**src/rtl/core/rau_pkg.sv**
```systemverilog
// ----------------------------------------------------------------------------
// rau_pkg: shared types and widths of the rational arithmetic unit
// Operand and intermediate widths, opcode and status codes.
// ----------------------------------------------------------------------------
package rau_pkg;

   localparam int OPERAND_WIDTH = 16;
   localparam int DEN_WIDTH     = OPERAND_WIDTH - 1;
   localparam int MUL_WIDTH     = OPERAND_WIDTH + 1;
   localparam int PROD_WIDTH    = 2 * MUL_WIDTH;
   localparam int NUM_WIDTH     = 2 * OPERAND_WIDTH + 1;
   localparam int MAG_WIDTH     = 2 * OPERAND_WIDTH;
   localparam int SHIFT_WIDTH   = $clog2(MAG_WIDTH + 1);
   localparam int COUNT_WIDTH   = $clog2(MAG_WIDTH);
   localparam int RES_NUM_WIDTH = 32;
   localparam int RES_DEN_WIDTH = 31;
   localparam int STATUS_WIDTH  = 2;

   typedef enum logic [1:0] {
      OP_ADD = 2'd0,
      OP_SUB = 2'd1,
      OP_MUL = 2'd2,
      OP_DIV = 2'd3
   } opcode_type;

   typedef enum logic [STATUS_WIDTH-1:0] {
      STAT_OK       = 2'd0,
      STAT_ZERO_DEN = 2'd1,
      STAT_DIV_ZERO = 2'd2
   } status_type;

endpackage

```
**src/rtl/core/rational_arithmetic_unit.sv**
```systemverilog
// ----------------------------------------------------------------------------
// rational_arithmetic_unit: signed fraction add, subtract, multiply, divide
// Cross-multiplies on one shared multiplier, reduces by a binary GCD and
// two restoring divisions that share one subtractor.
//
//   channel  direction  handshake            payload
//   req      in         req_valid/req_stall  opcode, num_a, den_a, num_b, den_b
//   rsp      out        rsp_valid/rsp_stall  res_num, res_den, status
//
// An item passes through the multiply steps, a setup step, the binary GCD
// steps and the division steps on the shared subtractor, plus an accept and
// a hand-off step.
// A zero denominator or a division by zero goes from acceptance straight to
// the hand-off, a zero numerator after the multiply and setup steps.
// req_stall is high from acceptance until the result moves to the output
// register; a held result on a stalled rsp does not block the next word.
// Synchronous reset clears the sequencer and the output valid.
// ----------------------------------------------------------------------------
module rational_arithmetic_unit import rau_pkg::*; (
   input  logic                            clock,
   input  logic                            reset,
   input  logic                            req_valid,
   output logic                            req_stall,
   input  logic [1:0]                      req_opcode,
   input  logic signed [OPERAND_WIDTH-1:0] req_num_a,
   input  logic [DEN_WIDTH-1:0]            req_den_a,
   input  logic signed [OPERAND_WIDTH-1:0] req_num_b,
   input  logic [DEN_WIDTH-1:0]            req_den_b,
   output logic                            rsp_valid,
   input  logic                            rsp_stall,
   output logic signed [RES_NUM_WIDTH-1:0] rsp_res_num,
   output logic [RES_DEN_WIDTH-1:0]        rsp_res_den,
   output logic [STATUS_WIDTH-1:0]         rsp_status
);

   typedef enum logic [5:0] {
      S_IDLE = 6'b000001,
      S_MUL  = 6'b000010,
      S_PREP = 6'b000100,
      S_GCD  = 6'b001000,
      S_DIV  = 6'b010000,
      S_DONE = 6'b100000
   } state_type;

   state_type                      state_ff, state_in;
   opcode_type                     opcode_ff, opcode_in;
   logic signed [OPERAND_WIDTH-1:0] num_a_ff, num_a_in, num_b_ff, num_b_in;
   logic [DEN_WIDTH-1:0]           den_a_ff, den_a_in, den_b_ff, den_b_in;
   logic [1:0]                     step_ff, step_in;
   logic signed [PROD_WIDTH-1:0]   prod_ff, prod_in;
   logic signed [NUM_WIDTH-1:0]    n_ff, n_in, d_ff, d_in;
   logic                           neg_ff, neg_in;
   logic [MAG_WIDTH-1:0]           mag_ff, mag_in, dmag_ff, dmag_in;
   logic [MAG_WIDTH-1:0]           u_ff, u_in, v_ff, v_in;
   logic [SHIFT_WIDTH-1:0]         k_ff, k_in;
   logic [MAG_WIDTH-1:0]           rem_ff, rem_in, quo_ff, quo_in, qnum_ff, qnum_in;
   logic [COUNT_WIDTH-1:0]         div_cnt_ff, div_cnt_in;
   logic                           div_sel_ff, div_sel_in;
   logic signed [RES_NUM_WIDTH-1:0] res_num_ff, res_num_in;
   logic [RES_DEN_WIDTH-1:0]       res_den_ff, res_den_in;
   status_type                     res_status_ff, res_status_in;
   logic                           rsp_valid_ff, rsp_valid_in;
   logic signed [RES_NUM_WIDTH-1:0] rsp_num_ff, rsp_num_in;
   logic [RES_DEN_WIDTH-1:0]       rsp_den_ff, rsp_den_in;
   status_type                     rsp_status_ff, rsp_status_in;

   logic                           accept;
   logic signed [MUL_WIDTH-1:0]    mul_a, mul_b;
   logic signed [PROD_WIDTH-1:0]   mul_prod;
   logic signed [NUM_WIDTH-1:0]    prod_trunc;
   logic [NUM_WIDTH-1:0]           n_abs, d_abs;
   logic                           u_ge_v;
   logic [MAG_WIDTH+1:0]           sub_a, sub_b, sub_res;
   logic                           borrow;
   logic [MAG_WIDTH-1:0]           quo_next;
   logic signed [MAG_WIDTH:0]      qnum_sgn;

   assign accept    = req_valid && !req_stall;
   assign req_stall = (state_ff != S_IDLE);

   assign rsp_valid   = rsp_valid_ff;
   assign rsp_res_num = rsp_num_ff;
   assign rsp_res_den = rsp_den_ff;
   assign rsp_status  = rsp_status_ff;

   // shared multiplier: operand pair chosen by step and opcode
   always_comb begin
      unique case (step_ff)
         2'd0: begin
            mul_a = $signed({num_a_ff[OPERAND_WIDTH-1], num_a_ff});
            mul_b = (opcode_ff == OP_MUL) ? $signed({num_b_ff[OPERAND_WIDTH-1], num_b_ff})
                                          : $signed({2'b00, den_b_ff});
         end
         2'd1: begin
            mul_a = $signed({num_b_ff[OPERAND_WIDTH-1], num_b_ff});
            mul_b = $signed({2'b00, den_a_ff});
         end
         default: begin
            mul_a = $signed({2'b00, den_a_ff});
            mul_b = (opcode_ff == OP_DIV) ? $signed({num_b_ff[OPERAND_WIDTH-1], num_b_ff})
                                          : $signed({2'b00, den_b_ff});
         end
      endcase
   end

   assign mul_prod   = mul_a * mul_b;
   assign prod_trunc = NUM_WIDTH'(prod_ff);

   assign n_abs = n_ff[NUM_WIDTH-1] ? NUM_WIDTH'(-n_ff) : NUM_WIDTH'(n_ff);
   assign d_abs = d_ff[NUM_WIDTH-1] ? NUM_WIDTH'(-d_ff) : NUM_WIDTH'(d_ff);

   // shared subtractor: GCD difference or division trial
   assign u_ge_v = (u_ff >= v_ff);
   always_comb begin
      if (state_ff == S_DIV) begin
         sub_a = {1'b0, rem_ff, quo_ff[MAG_WIDTH-1]};
         sub_b = {2'b00, v_ff};
      end else begin
         sub_a = {2'b00, (u_ge_v ? u_ff : v_ff)};
         sub_b = {2'b00, (u_ge_v ? v_ff : u_ff)};
      end
   end
   assign sub_res  = sub_a - sub_b;
   assign borrow   = sub_res[MAG_WIDTH+1];
   assign quo_next = {quo_ff[MAG_WIDTH-2:0], !borrow};
   assign qnum_sgn = neg_ff ? -$signed({1'b0, qnum_ff}) : $signed({1'b0, qnum_ff});

   always_comb begin
      state_in      = state_ff;
      opcode_in     = opcode_ff;
      num_a_in      = num_a_ff;
      den_a_in      = den_a_ff;
      num_b_in      = num_b_ff;
      den_b_in      = den_b_ff;
      step_in       = step_ff;
      prod_in       = prod_ff;
      n_in          = n_ff;
      d_in          = d_ff;
      neg_in        = neg_ff;
      mag_in        = mag_ff;
      dmag_in       = dmag_ff;
      u_in          = u_ff;
      v_in          = v_ff;
      k_in          = k_ff;
      rem_in        = rem_ff;
      quo_in        = quo_ff;
      qnum_in       = qnum_ff;
      div_cnt_in    = div_cnt_ff;
      div_sel_in    = div_sel_ff;
      res_num_in    = res_num_ff;
      res_den_in    = res_den_ff;
      res_status_in = res_status_ff;
      rsp_valid_in  = rsp_valid_ff && rsp_stall;
      rsp_num_in    = rsp_num_ff;
      rsp_den_in    = rsp_den_ff;
      rsp_status_in = rsp_status_ff;

      unique case (state_ff)
         S_IDLE: begin
            if (accept) begin
               opcode_in  = opcode_type'(req_opcode);
               num_a_in   = req_num_a;
               den_a_in   = req_den_a;
               num_b_in   = req_num_b;
               den_b_in   = req_den_b;
               step_in    = 2'd0;
               res_num_in = '0;
               res_den_in = RES_DEN_WIDTH'(1);
               priority if (req_den_a == '0 || req_den_b == '0) begin
                  res_status_in = STAT_ZERO_DEN;
                  state_in      = S_DONE;
               end else if (opcode_type'(req_opcode) == OP_DIV && req_num_b == '0) begin
                  res_status_in = STAT_DIV_ZERO;
                  state_in      = S_DONE;
               end else begin
                  res_status_in = STAT_OK;
                  state_in      = S_MUL;
               end
            end
         end
         S_MUL: begin
            // multiply into prod, fold the previous product in
            prod_in = mul_prod;
            step_in = step_ff + 2'd1;
            unique case (step_ff)
               2'd0: ;
               2'd1: n_in = prod_trunc;
               2'd2: begin
                  if (opcode_ff == OP_ADD) begin
                     n_in = n_ff + prod_trunc;
                  end else if (opcode_ff == OP_SUB) begin
                     n_in = n_ff - prod_trunc;
                  end
               end
               default: begin
                  d_in     = prod_trunc;
                  state_in = S_PREP;
               end
            endcase
         end
         S_PREP: begin
            if (n_ff == '0) begin
               res_num_in    = '0;
               res_den_in    = RES_DEN_WIDTH'(1);
               res_status_in = STAT_OK;
               state_in      = S_DONE;
            end else begin
               neg_in   = n_ff[NUM_WIDTH-1] ^ d_ff[NUM_WIDTH-1];
               mag_in   = MAG_WIDTH'(n_abs);
               dmag_in  = MAG_WIDTH'(d_abs);
               u_in     = MAG_WIDTH'(n_abs);
               v_in     = MAG_WIDTH'(d_abs);
               k_in     = '0;
               state_in = S_GCD;
            end
         end
         S_GCD: begin
            priority if (u_ff == '0) begin
               // v holds the odd part; restore the common power of two
               v_in       = v_ff << k_ff;
               rem_in     = '0;
               quo_in     = mag_ff;
               div_cnt_in = '0;
               div_sel_in = 1'b0;
               state_in   = S_DIV;
            end else if (!u_ff[0] && !v_ff[0]) begin
               u_in = u_ff >> 1;
               v_in = v_ff >> 1;
               k_in = k_ff + SHIFT_WIDTH'(1);
            end else if (!u_ff[0]) begin
               u_in = u_ff >> 1;
            end else if (!v_ff[0]) begin
               v_in = v_ff >> 1;
            end else if (u_ge_v) begin
               u_in = sub_res[MAG_WIDTH:1];
            end else begin
               v_in = sub_res[MAG_WIDTH:1];
            end
         end
         S_DIV: begin
            rem_in     = borrow ? sub_a[MAG_WIDTH-1:0] : sub_res[MAG_WIDTH-1:0];
            quo_in     = quo_next;
            div_cnt_in = div_cnt_ff + COUNT_WIDTH'(1);
            if (div_cnt_ff == COUNT_WIDTH'(MAG_WIDTH - 1)) begin
               if (!div_sel_ff) begin
                  // numerator done; start on the denominator
                  qnum_in    = quo_next;
                  rem_in     = '0;
                  quo_in     = dmag_ff;
                  div_cnt_in = '0;
                  div_sel_in = 1'b1;
               end else begin
                  res_num_in    = RES_NUM_WIDTH'(qnum_sgn);
                  res_den_in    = RES_DEN_WIDTH'(quo_next);
                  res_status_in = STAT_OK;
                  state_in      = S_DONE;
               end
            end
         end
         S_DONE: begin
            if (!rsp_valid_ff || !rsp_stall) begin
               rsp_valid_in  = 1'b1;
               rsp_num_in    = res_num_ff;
               rsp_den_in    = res_den_ff;
               rsp_status_in = res_status_ff;
               state_in      = S_IDLE;
            end
         end
         default: state_in = S_IDLE;
      endcase
   end

   always_ff @(posedge clock) begin
      if (reset) begin
         state_ff     <= S_IDLE;
         rsp_valid_ff <= 1'b0;
      end else begin
         state_ff     <= state_in;
         rsp_valid_ff <= rsp_valid_in;
      end
   end

   always_ff @(posedge clock) begin
      opcode_ff     <= opcode_in;
      num_a_ff      <= num_a_in;
      den_a_ff      <= den_a_in;
      num_b_ff      <= num_b_in;
      den_b_ff      <= den_b_in;
      step_ff       <= step_in;
      prod_ff       <= prod_in;
      n_ff          <= n_in;
      d_ff          <= d_in;
      neg_ff        <= neg_in;
      mag_ff        <= mag_in;
      dmag_ff       <= dmag_in;
      u_ff          <= u_in;
      v_ff          <= v_in;
      k_ff          <= k_in;
      rem_ff        <= rem_in;
      quo_ff        <= quo_in;
      qnum_ff       <= qnum_in;
      div_cnt_ff    <= div_cnt_in;
      div_sel_ff    <= div_sel_in;
      res_num_ff    <= res_num_in;
      res_den_ff    <= res_den_in;
      res_status_ff <= res_status_in;
      rsp_num_ff    <= rsp_num_in;
      rsp_den_ff    <= rsp_den_in;
      rsp_status_ff <= rsp_status_in;
   end

endmodule
```
**config.mk**
```make
export PLATFORM = sky130hd
export DESIGN_NAME = rational_arithmetic_unit
export DESIGN_NICKNAME = d
export VERILOG_FILES = /design/src/rtl/core/rau_pkg.sv /design/src/rtl/core/rational_arithmetic_unit.sv
export SDC_FILE = /design/constraint.sdc
export NUM_CORES = 2
export LEC_CHECK = 0
export ABC_CLOCK_PERIOD_IN_PS = 13640
export BUFFER_PORTS_ARGS = -buffer_cell sky130_fd_sc_hd__buf_2
export CORE_MARGIN = 2
export CORE_UTILIZATION = 64
export CTS_CLUSTER_DIAMETER = 50
export DETAILED_ROUTE_END_ITERATION = 10
export PLACE_DENSITY = 0.82
export SYNTH_ARGS = -nofsm -noshare
export SYNTH_HDL_FRONTEND = slang
export SYNTH_SLANG_ARGS = --single-unit
```
**constraint.sdc**
```tcl
create_clock -name clock -period 13.64 [get_ports clock]
set_clock_uncertainty 0.15 [all_clocks]
set_input_delay 1.364 -clock clock [delete_from_list [all_inputs] [get_ports clock]]
set_output_delay 1.364 -clock clock [all_outputs]
set_load 0.05 [all_outputs]
```
==> run_results.csv <==
group,metric,value,unit
run_status,status,"finished clean",
placed_design,hpwlAfterDp,81.12,mm
global_route,grt_pass1_vias,30230,
finish,diodes,0,
worst_setup_path,critPathArrivalTime,9490,ps
worst_setup_path,cp_data_required_time,13830,ps
worst_hold_path,hp-class,"reg -> reg",
placed_design,io_buffers,134,
finish,final_common_cell,"edfxtp_1",
run,maxCapViolations,0,
clock_network,cts_hold_buf,0,
finish,nets,4522,
global_route,grt_first_pass_wirelength,163.8,mm
floorplanning,core-area,61940,µm²
detailed_routing,drc,0,
timing,setup_viol,0,
clock_network,clock_latency,650,ps
floorplanning,rows,91,
detailed_routing,first_iter_violations,2801,
timing,period_minus_slack,9299,ps
clock_network,ctsResizeCount,0,
synthesis,ys_seq_area_share,40.00,%
worst_setup_path,cpMaxStageDelayCell,"nor2_1",
placed_design,dp_cells,4750,
detailed_routing,first_pass_iters,6,
finish,drive_gt1_share,9.635,%
worst_setup_path,start_kind,"flop",
timing,hold_violations,0,
detailed_routing,vias_per_cell,6.171,
worst_setup_path,crit_buf_inv,5,
worst_setup_path,path_class,"reg -> reg",
worst_setup_path,crit_top_cell,"fa_1",
floorplanning,die_area,64970,µm²
worst_setup_path,cp_max_fo,20,
clock_network,root_buffer,"clkbuf_16",
detailed_routing,drt_wl_total,104.4,mm
timing,fin_setup_tns,0,ps
worst_setup_path,cp_top_family,"adder cells",
placed_design,place_congestion,1.006,
timing,fmaxAchievable,107.5,MHz
global_route,grt_max_degree,70,
floorplanning,initial_core_util,65.04,%
timing,worstMarginPinSlew,1258,ps
synthesis,avgSynthCellArea,10.35,µm²
clock_network,clkSinkCount,539,
worst_setup_path,end_kind,"flop",
clock_network,cts_setup_buffers,0,
floorplanning,die_w,254.9,µm
timing,drv_slew,0,
worst_setup_path,slowest_delay,1000,ps
detailed_routing,dr_total_vias,30020,
synthesis,synth_flop_cell,"edfxtp_1",
finish,top_regs,"d_ff: 33 flops, n_ff: 33 flops, prod_ff: 33 flops",
clock_network,cts_tree,"done",
global_route,antenna_found_initial,0,
finish,syn2layout_area_growth,8.802,%
floorplanning,ioPinCount,135,
clock_network,htreeDepth,2,
clock_network,numCtsBuffers,61,
finish,fin_cells,4864,
timing,period_share,68.18,%
clock_network,cts.clk_slew.worst_paths,60,ps
synthesis,synth.distinct_cells,86,
synthesis,syn-num-nets,4437,
synthesis,synth_edf_count,532,
synthesis,netlist_instances,3891,
global_route,overflow,0,
global_route,grt_usage,32.79,%
finish,layout_common_cells,"532 x edfxtp_1, 437 x inv_1, 398 x nor2_1, 395 x nand2_1, 284 x fa_1",
timing,slew_headroom,15.82,%
detailed_routing,ant_nets,0,
synthesis,synth_area,40290,µm²
synthesis,synthArstFlopShare,0,%
clock_network,cts_buffer_depth,3,
timing,rsz0062_at_grt,"no",
detailed_routing,post_drt_wl_per_cell,21.46,µm
floorplanning,die_y,254.9,µm
synthesis,ys_ff_latch,539,
synthesis,ys_warn_count,0,
-- logic make-up (layout without fill, tap and decap cells) --
group | count (synthesis) | after routing | synth area share [%]
AND/OR/NAND/NOR | 1138 | 1138 | 12.76
AO/OA/AOI/OAI | 747 | 747 | 12.04
buffers and inverters | 604 | 740 | 5.655
flip-flops | 539 | 539 | 40.00
adder cells (fa/ha/maj) | 478 | 478 | 20.14
XOR/XNOR | 218 | 218 | 4.739
multiplexers | 167 | 167 | 4.668
-- worst paths after layout --
check	from	end	slack, ps	cells after the start
worst max-delay path	opcode_ff[1]$_DFFE_PP_	prod_ff[25]$_DFFE_PP_	4340	25
worst min-delay path	res_den_ff[22]$_SDFFCE_PN0P_	rsp_res_den[22]$_DFFE_PP_	270	0
worst max register to register	opcode_ff[1]$_DFFE_PP_	prod_ff[25]$_DFFE_PP_	4340	25
worst min register to register	res_den_ff[22]$_SDFFCE_PN0P_	rsp_res_den[22]$_DFFE_PP_	270	0
-- Yosys cell counts (48+ instances only) --
cell / count / share of area (%)
o21ai_0: 208 / 2.6
ha_1: 194 / 6.0
xnor2_1: 140 / 3.0
nand2_1: 397 / 3.7
xor2_1: 78 / 1.7
inv_1: 437 / 4.1
mux2i_1: 117 / 2.9
fa_1: 284 / 14
edfxtp_1: 532 / 40
nor2_1: 402 / 3.7
and2_1: 48 / 0.75
a21oi_1: 183 / 2.3
clkbuf_1: 130 / 1.2
-- per-layer routing --
metal	track usage (%)	up-vias	wire length, µm
met5	0	-	0
met4	17.06	0	5868
met3	4.678	314	7285
met2	58.40	1352	52440
met1	38.66	14620	38770
li1	-	13730	-
-- metrics by stage --
stage | instance area, µm² | hold slack, ps | utilization, % | setup WS, ps
after floorplan | 40290 | 250.3 | - | 3355
final | 43830 | 266.0 | 70.77 | 4341
after detailed placement | 41850 | 254.5 | 67.57 | 4554
after global placement | 41850 | 250.6 | 67.57 | 4750
after CTS | 43830 | 268.7 | 70.77 | 4460
after global routing | 43830 | 273.2 | 70.77 | 3803
-- layout make-up --
| class | instances | area [µm²] |
|---|---|---|
| inverter | 442 | 1659 |
| multi-input combinational | 2748 | 21980 |
| sequential | 539 | 16120 |
| clock inverter | 47 | 432.9 |
| timing repair buffer | 184 | 1046 |
| fill | 4560 | 18110 |
| tap | 837 | 1047 |
| clock buffer | 67 | 1549 |
Power is not shown: default switching activity piles up to over one toggle a cycle in this logic, so the estimate is an artifact.
